`config.mk`:
```
export PLATFORM = sky130hd
export DESIGN_NAME = vliw_issue_scoreboard
export DESIGN_NICKNAME = d
export VERILOG_FILES = /design/src/design/vis_pkg.sv /design/src/design/vis_issue_logic.sv /design/src/design/vliw_issue_scoreboard.sv
export SDC_FILE = /design/constraint.sdc
export NUM_CORES = 1
export LEC_CHECK = 0
export ABC_AREA = 1
export BUFFER_PORTS_ARGS = -buffer_cell sky130_fd_sc_hd__clkbuf_2
export CELL_PAD_IN_SITES_DETAIL_PLACEMENT = 0
export CELL_PAD_IN_SITES_GLOBAL_PLACEMENT = 1
export CORE_MARGIN = 2
export CORE_UTILIZATION = 40
export DETAILED_ROUTE_END_ITERATION = 10
export GPL_TIMING_DRIVEN = 0
export PLACE_DENSITY_LB_ADDON = 0.1
export SETUP_SLACK_MARGIN = 0.2
export SLEW_MARGIN = 20
export SYNTH_ARGS = -nofsm -noshare
export SYNTH_HDL_FRONTEND = slang
export SYNTH_SLANG_ARGS = --single-unit
```
`constraint.sdc`:
```
create_clock -name clk_i -period 3.07 [get_ports clk_i]
set_input_delay 0.614 -clock clk_i [delete_from_list [all_inputs] [get_ports clk_i]]
set_output_delay 0.614 -clock clk_i [all_outputs]
set_load 0.02 [all_outputs]
```
`src/design/vis_pkg.sv`:
```
`default_nettype none

package vis_pkg;

  // Widths of the fields seen at the ports
  localparam int unsigned MaskW  = 11;
  localparam int unsigned BankW  = 3;
  localparam int unsigned KindW  = 2;
  localparam int unsigned IndexW = 16;
  localparam int unsigned CycleW = 32;

  // Defaults for the top level parameters
  localparam int unsigned DefIndexBits = 16;
  localparam int unsigned DefDmaBanks  = 4;

  // PU slot kinds
  localparam logic [KindW-1:0] KindNone   = 2'd0;
  localparam logic [KindW-1:0] KindMatrix = 2'd1;
  localparam logic [KindW-1:0] KindVector = 2'd2;
  localparam logic [KindW-1:0] KindScalar = 2'd3;

  typedef enum logic [1:0] {
    ACT_IDLE     = 2'd0,
    ACT_DISPATCH = 2'd1,
    ACT_SYNC     = 2'd2,
    ACT_STRUCT   = 2'd3
  } vis_action_e;

  typedef struct packed {
    logic             sdma;
    logic             idma;
    logic [KindW-1:0] pu0;
    logic [KindW-1:0] pu1;
  } vis_start_t;

endpackage

`default_nettype wire

```
`src/design/vis_issue_logic.sv`:
```
`default_nettype none

module vis_issue_logic #(
  parameter  int unsigned DMA_BANKS = vis_pkg::DefDmaBanks,
  localparam int unsigned BusyW     = 7 + DMA_BANKS
) (
  input  wire logic [BusyW-1:0]         busy_i,
  input  wire logic                     packet_present_i,
  input  wire logic                     sdma_request_i,
  input  wire logic                     idma_request_i,
  input  wire logic [vis_pkg::BankW-1:0] idma_bank_i,
  input  wire logic [vis_pkg::KindW-1:0] pu0_kind_i,
  input  wire logic [vis_pkg::KindW-1:0] pu1_kind_i,
  input  wire logic [BusyW-1:0]         wait_mask_i,
  input  wire logic [BusyW-1:0]         done_mask_i,
  output vis_pkg::vis_action_e          action_o,
  output logic      [BusyW-1:0]         busy_o,
  output vis_pkg::vis_start_t           start_o
);
  import vis_pkg::*;

  localparam int unsigned Pu0Base = 1 + DMA_BANKS;
  localparam int unsigned Pu1Base = 4 + DMA_BANKS;

  logic [BusyW-1:0] busy_clr;
  logic [BusyW-1:0] busy_set;
  logic             sdma_busy, idma_busy, pu0_busy, pu1_busy;
  logic             structural, wait_block, idma_hit;

  assign busy_clr  = busy_i & ~done_mask_i;
  assign sdma_busy = busy_clr[0];
  assign idma_busy = |busy_clr[DMA_BANKS:1];
  assign pu0_busy  = |busy_clr[Pu0Base +: 3];
  assign pu1_busy  = |busy_clr[Pu1Base +: 3];

  assign wait_block = |(wait_mask_i & busy_clr);
  assign structural = (sdma_request_i && sdma_busy) ||
                      (idma_request_i && idma_busy) ||
                      (pu0_kind_i != KindNone && pu0_busy) ||
                      (pu1_kind_i != KindNone && pu1_busy);

  // Bits that a dispatch would set; a bank beyond the last one sets none
  always_comb begin
    busy_set    = '0;
    busy_set[0] = sdma_request_i;
    for (int b = 0; b < int'(DMA_BANKS); b++) begin
      busy_set[1 + b] = idma_request_i && (idma_bank_i == BankW'(b));
    end
    busy_set[Pu0Base]     = (pu0_kind_i == KindMatrix);
    busy_set[Pu0Base + 1] = (pu0_kind_i == KindVector);
    busy_set[Pu0Base + 2] = (pu0_kind_i == KindScalar);
    busy_set[Pu1Base]     = (pu1_kind_i == KindMatrix);
    busy_set[Pu1Base + 1] = (pu1_kind_i == KindVector);
    busy_set[Pu1Base + 2] = (pu1_kind_i == KindScalar);
  end

  assign idma_hit = |busy_set[DMA_BANKS:1];

  always_comb begin
    action_o = ACT_IDLE;
    busy_o   = busy_clr;
    start_o  = '0;
    if (packet_present_i) begin
      if (wait_block) begin
        action_o = ACT_SYNC;
      end else if (structural) begin
        action_o = ACT_STRUCT;
      end else begin
        action_o     = ACT_DISPATCH;
        busy_o       = busy_clr | busy_set;
        start_o.sdma = sdma_request_i;
        start_o.idma = idma_hit;
        start_o.pu0  = pu0_kind_i;
        start_o.pu1  = pu1_kind_i;
      end
    end
  end

endmodule

`default_nettype wire

```
`src/design/vliw_issue_scoreboard.sv`:
```
// A transaction is held in the input register, then its result in the result register.
// Throughput: one transaction per cycle unless a result waits on out_ready_i; the two
// registers form a two-deep pipeline, the issue decision is one pass of logic between
// them. Busy register and tick counter update as a transaction leaves the input register,
// the index only on dispatch. Reset clears busy bits, index, tick count, both valid flags.
`default_nettype none

module vliw_issue_scoreboard #(
  parameter int unsigned INDEX_BITS = vis_pkg::DefIndexBits,
  parameter int unsigned DMA_BANKS  = vis_pkg::DefDmaBanks
) (
  input  wire logic                      clk_i,
  input  wire logic                      rst_ni,
  input  wire logic                      in_valid_i,
  output logic                           in_ready_o,
  input  wire logic                      packet_present_i,
  input  wire logic                      sdma_request_i,
  input  wire logic                      idma_request_i,
  input  wire logic [vis_pkg::BankW-1:0] idma_bank_i,
  input  wire logic [vis_pkg::KindW-1:0] pu0_kind_i,
  input  wire logic [vis_pkg::KindW-1:0] pu1_kind_i,
  input  wire logic [vis_pkg::MaskW-1:0] wait_mask_i,
  input  wire logic [vis_pkg::MaskW-1:0] done_mask_i,
  output logic                           out_valid_o,
  input  wire logic                      out_ready_i,
  output logic [1:0]                     issue_action_o,
  output logic [vis_pkg::MaskW-1:0]      busy_out_o,
  output logic                           sdma_start_o,
  output logic                           idma_start_o,
  output logic [vis_pkg::KindW-1:0]      pu0_start_o,
  output logic [vis_pkg::KindW-1:0]      pu1_start_o,
  output logic [vis_pkg::IndexW-1:0]     issued_index_o,
  output logic [vis_pkg::CycleW-1:0]     cycle_number_o
);
  import vis_pkg::*;

  localparam int unsigned BusyW = 7 + DMA_BANKS;

  // Input register
  logic             s1_valid_q;
  logic             present_q, sreq_q, ireq_q;
  logic [BankW-1:0] bank_q;
  logic [KindW-1:0] k0_q, k1_q;
  logic [MaskW-1:0] wait_q, done_q;

  // Scoreboard state
  logic [BusyW-1:0]      busy_q;
  logic [INDEX_BITS-1:0] ptr_q;
  logic [CycleW-1:0]     tick_q;

  // Result register
  logic              out_valid_q;
  vis_action_e       action_q;
  logic [MaskW-1:0]  busy_out_q;
  vis_start_t        start_q;
  logic [IndexW-1:0] index_q;
  logic [CycleW-1:0] cycle_q;

  logic             s1_fire;
  vis_action_e      dec_action;
  logic [BusyW-1:0] dec_busy;
  vis_start_t       dec_start;

  assign s1_fire    = s1_valid_q && (!out_valid_q || out_ready_i);
  assign in_ready_o = !s1_valid_q || s1_fire;

  vis_issue_logic #(
    .DMA_BANKS (DMA_BANKS)
  ) u_issue (
    .busy_i           (busy_q),
    .packet_present_i (present_q),
    .sdma_request_i   (sreq_q),
    .idma_request_i   (ireq_q),
    .idma_bank_i      (bank_q),
    .pu0_kind_i       (k0_q),
    .pu1_kind_i       (k1_q),
    .wait_mask_i      (BusyW'(wait_q)),
    .done_mask_i      (BusyW'(done_q)),
    .action_o         (dec_action),
    .busy_o           (dec_busy),
    .start_o          (dec_start)
  );

  always_ff @(posedge clk_i or negedge rst_ni) begin
    if (!rst_ni) begin
      s1_valid_q  <= 1'b0;
      out_valid_q <= 1'b0;
      busy_q      <= '0;
      ptr_q       <= '0;
      tick_q      <= '0;
    end else begin
      if (in_ready_o) begin
        s1_valid_q <= in_valid_i;
      end
      if (!out_valid_q || out_ready_i) begin
        out_valid_q <= s1_valid_q;
      end
      if (s1_fire) begin
        busy_q <= dec_busy;
        tick_q <= tick_q + 1'b1;
        if (dec_action == ACT_DISPATCH) begin
          ptr_q <= ptr_q + 1'b1;
        end
      end
    end
  end

  always_ff @(posedge clk_i) begin
    if (in_valid_i && in_ready_o) begin
      present_q <= packet_present_i;
      sreq_q    <= sdma_request_i;
      ireq_q    <= idma_request_i;
      bank_q    <= idma_bank_i;
      k0_q      <= pu0_kind_i;
      k1_q      <= pu1_kind_i;
      wait_q    <= wait_mask_i;
      done_q    <= done_mask_i;
    end
    if (s1_fire) begin
      action_q   <= dec_action;
      busy_out_q <= MaskW'(dec_busy);
      start_q    <= dec_start;
      index_q    <= IndexW'(ptr_q);
      cycle_q    <= tick_q;
    end
  end

  assign out_valid_o    = out_valid_q;
  assign issue_action_o = action_q;
  assign busy_out_o     = busy_out_q;
  assign sdma_start_o   = start_q.sdma;
  assign idma_start_o   = start_q.idma;
  assign pu0_start_o    = start_q.pu0;
  assign pu1_start_o    = start_q.pu1;
  assign issued_index_o = index_q;
  assign cycle_number_o = cycle_q;

  // Strobes only go out with a dispatch
  a_start_only_on_dispatch: assert property (@(posedge clk_i) disable iff (!rst_ni)
    (out_valid_q && action_q != ACT_DISPATCH) |-> (start_q == '0))
    else $error("start strobe without dispatch");

  // Index holds unless the packet dispatched
  a_ptr_holds: assert property (@(posedge clk_i) disable iff (!rst_ni)
    (s1_fire && dec_action != ACT_DISPATCH) |=> (ptr_q == $past(ptr_q)))
    else $error("packet index moved without dispatch");

  // One tick per processed transaction
  a_tick_step: assert property (@(posedge clk_i) disable iff (!rst_ni)
    s1_fire |=> (tick_q == $past(tick_q) + 1'b1))
    else $error("tick count out of step");

  // A started sDMA engine shows busy in the same result
  a_sdma_busy: assert property (@(posedge clk_i) disable iff (!rst_ni)
    (out_valid_q && start_q.sdma) |-> busy_out_q[0])
    else $error("sDMA started but not busy");

  // Idle ticks never set busy bits
  a_idle_no_set: assert property (@(posedge clk_i) disable iff (!rst_ni)
    (s1_fire && !present_q) |=> ((busy_q & ~$past(busy_q)) == '0))
    else $error("busy bit set on idle tick");

endmodule

`default_nettype wire
```
* Yosys cells after proc, flatten, opt, wreduce, memory -nomap -nowiden
Index checks and enable logic that the tools add are counted.
** Operators by class
- Bitwise operators :: 5
- Equal/unequal tests :: 10
- Multiplexer cells :: 6
- Reductions and logical operators :: 27
- Add/sub/neg operators :: 2
** Operator list (count)
- $mux W11 :: 3
- $add A32 B1 Y32 const B :: 1
- $and A11 B11 Y11 :: 2
- $add A16 B1 Y16 const B :: 1
- $reduce_or A13 Y1 :: 1
- $not A11 Y11 :: 1
- $or A11 B11 Y11 :: 1
- $reduce_or A11 Y1 :: 1
- $logic_and A1 B1 Y1 :: 10
- $eq A2 B2 Y1 const B :: 4
- $reduce_or A4 Y1 :: 2
- $eq A2 B1 Y1 const B :: 3
- $eq A3 B2 Y1 const B :: 2
- $mux W2 :: 3
- $reduce_or A3 Y1 :: 2
- $logic_or A1 B1 Y1 :: 5
- $reduce_bool A2 Y1 :: 2
- $eq A3 B1 Y1 const B :: 1
- $logic_not A3 Y1 :: 1
- $logic_not A1 Y1 :: 2
- $reduce_and A2 Y1 :: 1
- $not A1 Y1 :: 1
** Storage, ports and cells
- Register bits after elaboration :: 160
- Word-level logic and storage cells :: 71
- Output and inout bits :: 69

* Longest topological paths before layout
- Word-level depth :: 12
- Depth in mapped cells :: 11

* By module
From an unflattened synthesis, not the netlist that was laid out.
** Second synthesis, totals
- Cells, all modules :: 608
- Area, all modules :: 6568.8 um2
** Modules (own cells, without submodules)
- vliw_issue_scoreboard :: instances 1, area an instance 6095.8 um2, cells each 498
- vis_issue_logic :: instances 1, area an instance 473.0 um2, cells each 110

* Worst setup path after synthesis
No wires, ideal clock.
- Kind :: input to register
- Start point :: in out_ready_i
- End point :: reg busy_out_q[0] (netlist: busy_out_o[0]), enable pin
- Arrival :: 3.006 ns
- Slack :: -0.393 ns
- Setup time :: 0.457 ns
- Buffers on the path :: 2
- Required time :: 2.613 ns
- Stages :: 4
- Cell sequence :: inv_1 > a21oi_2 > buf_2 > buf_1
** On the way
- Cells in the longest elaborated chain, start to end :: 2
** Ends and longest elaborated chain
- start: declaration :: line vliw_issue_scoreboard.sv:25 : input wire logic out_ready_i,
- $logic_or A1 B1 Y1 :: line vliw_issue_scoreboard.sv:64 : assign s1_fire = s1_valid_q && (!out_valid_q || out_ready_i);
- $logic_and A1 B1 Y1 :: line vliw_issue_scoreboard.sv:64
- net s1_fire :: line vliw_issue_scoreboard.sv:59 : logic s1_fire;
- end signal: assignment :: line vliw_issue_scoreboard.sv:121 : busy_out_q <= MaskW'(dec_busy);
- end: declaration :: line vliw_issue_scoreboard.sv:54 : logic [MaskW-1:0] busy_out_q;
The timed path passes the listed nets, and every way through them passes these cells.
A chain may end at the register's enable or synchronous reset.

* Worst setup path after layout
- Start point :: reg out_valid_q (netlist: out_valid_o)
- End point :: reg cycle_q[17] (netlist: cycle_number_o[17]), enable pin
** On the way
- Cells in the longest elaborated chain, start to end :: 3
** Ends and longest elaborated chain
- start: declaration :: line vliw_issue_scoreboard.sv:52 : logic out_valid_q;
- start signal: assignment :: line vliw_issue_scoreboard.sv:96 : out_valid_q <= s1_valid_q;
- $logic_not A1 Y1 :: line vliw_issue_scoreboard.sv:64
- $logic_or A1 B1 Y1 :: line vliw_issue_scoreboard.sv:64
- $logic_and A1 B1 Y1 :: line vliw_issue_scoreboard.sv:64
- net s1_fire :: line vliw_issue_scoreboard.sv:59
- end signal: assignment :: line vliw_issue_scoreboard.sv:124 : cycle_q <= tick_q;
- end: declaration :: line vliw_issue_scoreboard.sv:57 : logic [CycleW-1:0] cycle_q;
The timed path passes the listed nets, and every way through them passes these cells.

==> qor.yml <==
postCtsSetupBuffers: 0
synthXorXnorAreaFrac_pct: 5.64
seq_power_share_pct: 47.3
clockRootBuffer: "clkbuf_16"
synth_edf_count: 99
antenna_found_initial: 0
hold_class: "in -> async"
crit_chain: "a21oi_2 > buf_2 > buf_4 > buf_16"
synthAdderAreaFrac_pct: 0.376
place_ws_ns: 0.754
firstDrtPassIters: 4
die-area_um2: 17700
yosys_warnings: 0
drc_errors: 0
cellLeakagePower_nw: 3.58
netlist.area_leader.share_pct: 44.7
cts.sinks: 160
arrival_ns: 1.98
htree_levels: 4
synth_top_family_by_area: "simple AND/OR/NAND/NOR gates"
wl_mm: 13.2
clock_latency_ns: 0.43
synth_compound_area_share_pct: 1.82
synth_cells: 600
switchingPower_w: 0.00167
yosysMostFrequentCell: "nand2_1"
fp-row-count: 47
dieWidth_um: 133
finalPower_w: 0.00589
grt_pass1_wl_mm: 22.3
via_per_inst: 4.63
cap_viol_max_count: 0
syn-num-nets: 638
first_global_vias: 4501
worst_slew_pin_slew_ns: 0.669
synth_cell_types: 32
syn-cell-area_um2: 6660
hold_buffers: 0
diodes: 0
crit_family: "buffers and inverters"
port_buffers: 104
critPathKind: "reg -> reg"
crit_required_ns: 3.17
drtIter0Drc: 205
netSwitchingFraction_pct: 28.4
synth_simple_gate_area_share_pct: 20.5
dp_hpwl_mm: 9.47
via_count: 4439
critPathLaunchType: "register"
clk_pin_slew_ns: 0.06
drive_gt1_share_pct: 23.3
fillerInstances: 1496
crit_slowest_cell: "dfrtp_1"
core_um2: 16400
synth-async-reset-ratio_pct: 38.1
cts_buffers: 17
pin_count: 105
period_minus_slack_ns: 1.88
overflow: 0
worst-path-buf-inv: 3
multiInputGateArea_um2: 1890
pwr-share-clk_pct: 36.5
ys_top_cells_by_area: "edfxtp_1, dfrtp_1, nand2_1"
grt_max_degree: 56
synth_ff_type: "edfxtp_1"
crit_fanout: 55
max-vdd-ir-drop_uv: 408
drv_slew: 0
seqCellArea_um2: 4500
slew_headroom_pct: 55.4
synth-seq-cells: 160
cts_resized: 0
initial_core_util_pct: 40.6
final-setup-viol-count: 0
yosysSeqAreaShare_pct: 67.6
chipHeight_um: 133
synth_top_area_cell: "edfxtp_1"
p_per_area_nw_per_um2: 726
nNetsFinal: 763
cts_tree: "done"
power.share.combinational_pct: 16.2
fin_ws_ns: 1.19
hold_viol_final: 0
ff2ff_path_depth: 4
final.period_utilization_pct: 61.2
whs_ns: 0.145
wl_per_cell_um: 13.8
grt_usage_pct: 16.3
timing.critical_path.depth: 4
cpPeakStageDelay_ns: 0.42
crit_path_end_kind: "register"
outcome: "finished clean"
synth_common_cells: "nand2_1, edfxtp_1, dfrtp_1"
rsz0062_at_grt: "false"
clockBufferDepth: 2
finClkSkew_ns: 0.00720
place_congestion: 0.803
synthMuxAreaShare_pct: 0
internal-power_w: 0.00421
syn_avg_cell_area_um2: 11.1
detail-route-antenna-nets: 0
area_growth_pct: 21.9
fmax_mhz: 532
-- layout make-up --
| class | instances | area share, % |
|---|---|---|
| Buffer | 8 | 0.586 |
| Clock buffer | 19 | 5.46 |
| Clock inverter | 13 | 2.02 |
| Inverter | 60 | 2.78 |
| Multi-Input combinational cell | 372 | 23.3 |
| Sequential cell | 160 | 55.5 |
| Tap cell | 220 | 3.39 |
| Timing Repair Buffer | 106 | 7.03 |
-- worst paths after layout --
| check | start | slack, ns | to |
|---|---|---|---|
| max | out_valid_o | 1.19 | cycle_number_o[17] |
| min | rst_ni | 0.14 | ptr_q[13] |
| max reg2reg | out_valid_o | 1.19 | cycle_number_o[17] |
| min reg2reg | tick_q[30] | 0.49 | cycle_number_o[30] |
| max in group asynchronous | rst_ni | 2.38 | out_valid_o |
| min in group clk_i | idma_bank_i[0] | 0.36 | bank_q[0] |
-- flip-flops by register name (all words and copies together) (netlist names), 2 cells and up --
signal / count
bank_q: 3
busy_out_o: 11
busy_q: 11
cycle_number_o: 32
done_q: 11
issue_action_o: 2
issued_index_o: 16
k0_q: 2
k1_q: 2
ptr_q: 16
pu0_start_o: 2
pu1_start_o: 2
tick_q: 32
wait_q: 11
-- cells in the final DEF (no fill, tap or decap), types with 2 or more instances in the layout --
master,instances
nand3_2,3
o21ai_2,4
nand2_2,7
ha_1,2
inv_1,56
inv_2,4
xnor2_1,12
clkinv_2,3
buf_4,4
clkinvlp_4,2
nor3_1,14
clkbuf_2,103
nand4_1,15
xor2_1,29
nand3_1,35
clkbuf_16,17
clkinv_4,5
nor2_1,41
nor4_1,4
nor2_2,4
clkbuf_1,3
bufinv_16,3
o21ai_0,8
buf_2,2
o21ai_1,5
nor2_4,3
edfxtp_1,99
dfrtp_1,61
nand2_1,176
nand3b_1,3
-- per-layer routing --
metal / vias to the layer above / part of all wire, % / global-route usage (%)
li1: 2238 / - / -
met1: 2082 / 47 / 21.2
met2: 99 / 47 / 26.1
met3: 20 / 4.5 / 4.14
met4: 0 / 1.8 / 6.63
met5: - / 0 / 0
-- power by group through the flow --
stage	clock, W	sequential, W	combinational [W]
5_1_grt	0.00230	0.00282	0.00106
3_3_place_gp	0	0.00283	0.000938
2_1_floorplan	0	0.00295	0.000502
3_5_place_dp	0	0.00283	0.000970
4_1_cts	0.00220	0.00279	0.000972
6_report	0.00215	0.00278	0.000955
-- cells by family (layout without fill, tap and decap cells) --
logic type / after synthesis / in the layout
fa+ha+maj: 2 / 2
compound gates: 20 / 20
simple gates: 308 / 308
flops: 160 / 160
buf+inv: 68 / 206
xor+xnor: 42 / 42
-- through the flow --
stage / TNS (ns) / cells / utilization [%] / area [um2]
after detailed placement: 0 / 926 / 45.7 / 7510
after global placement: -9.98 / 924 / 45.5 / 7460
after floorplan: 0 / 600 / - / 6660
final: 0 / 958 / 49.4 / 8110
after global routing: 0 / 958 / 49.4 / 8110
after CTS: 0 / 958 / 49.4 / 8110
No activity file was read; power rests on OpenSTA's default activity.
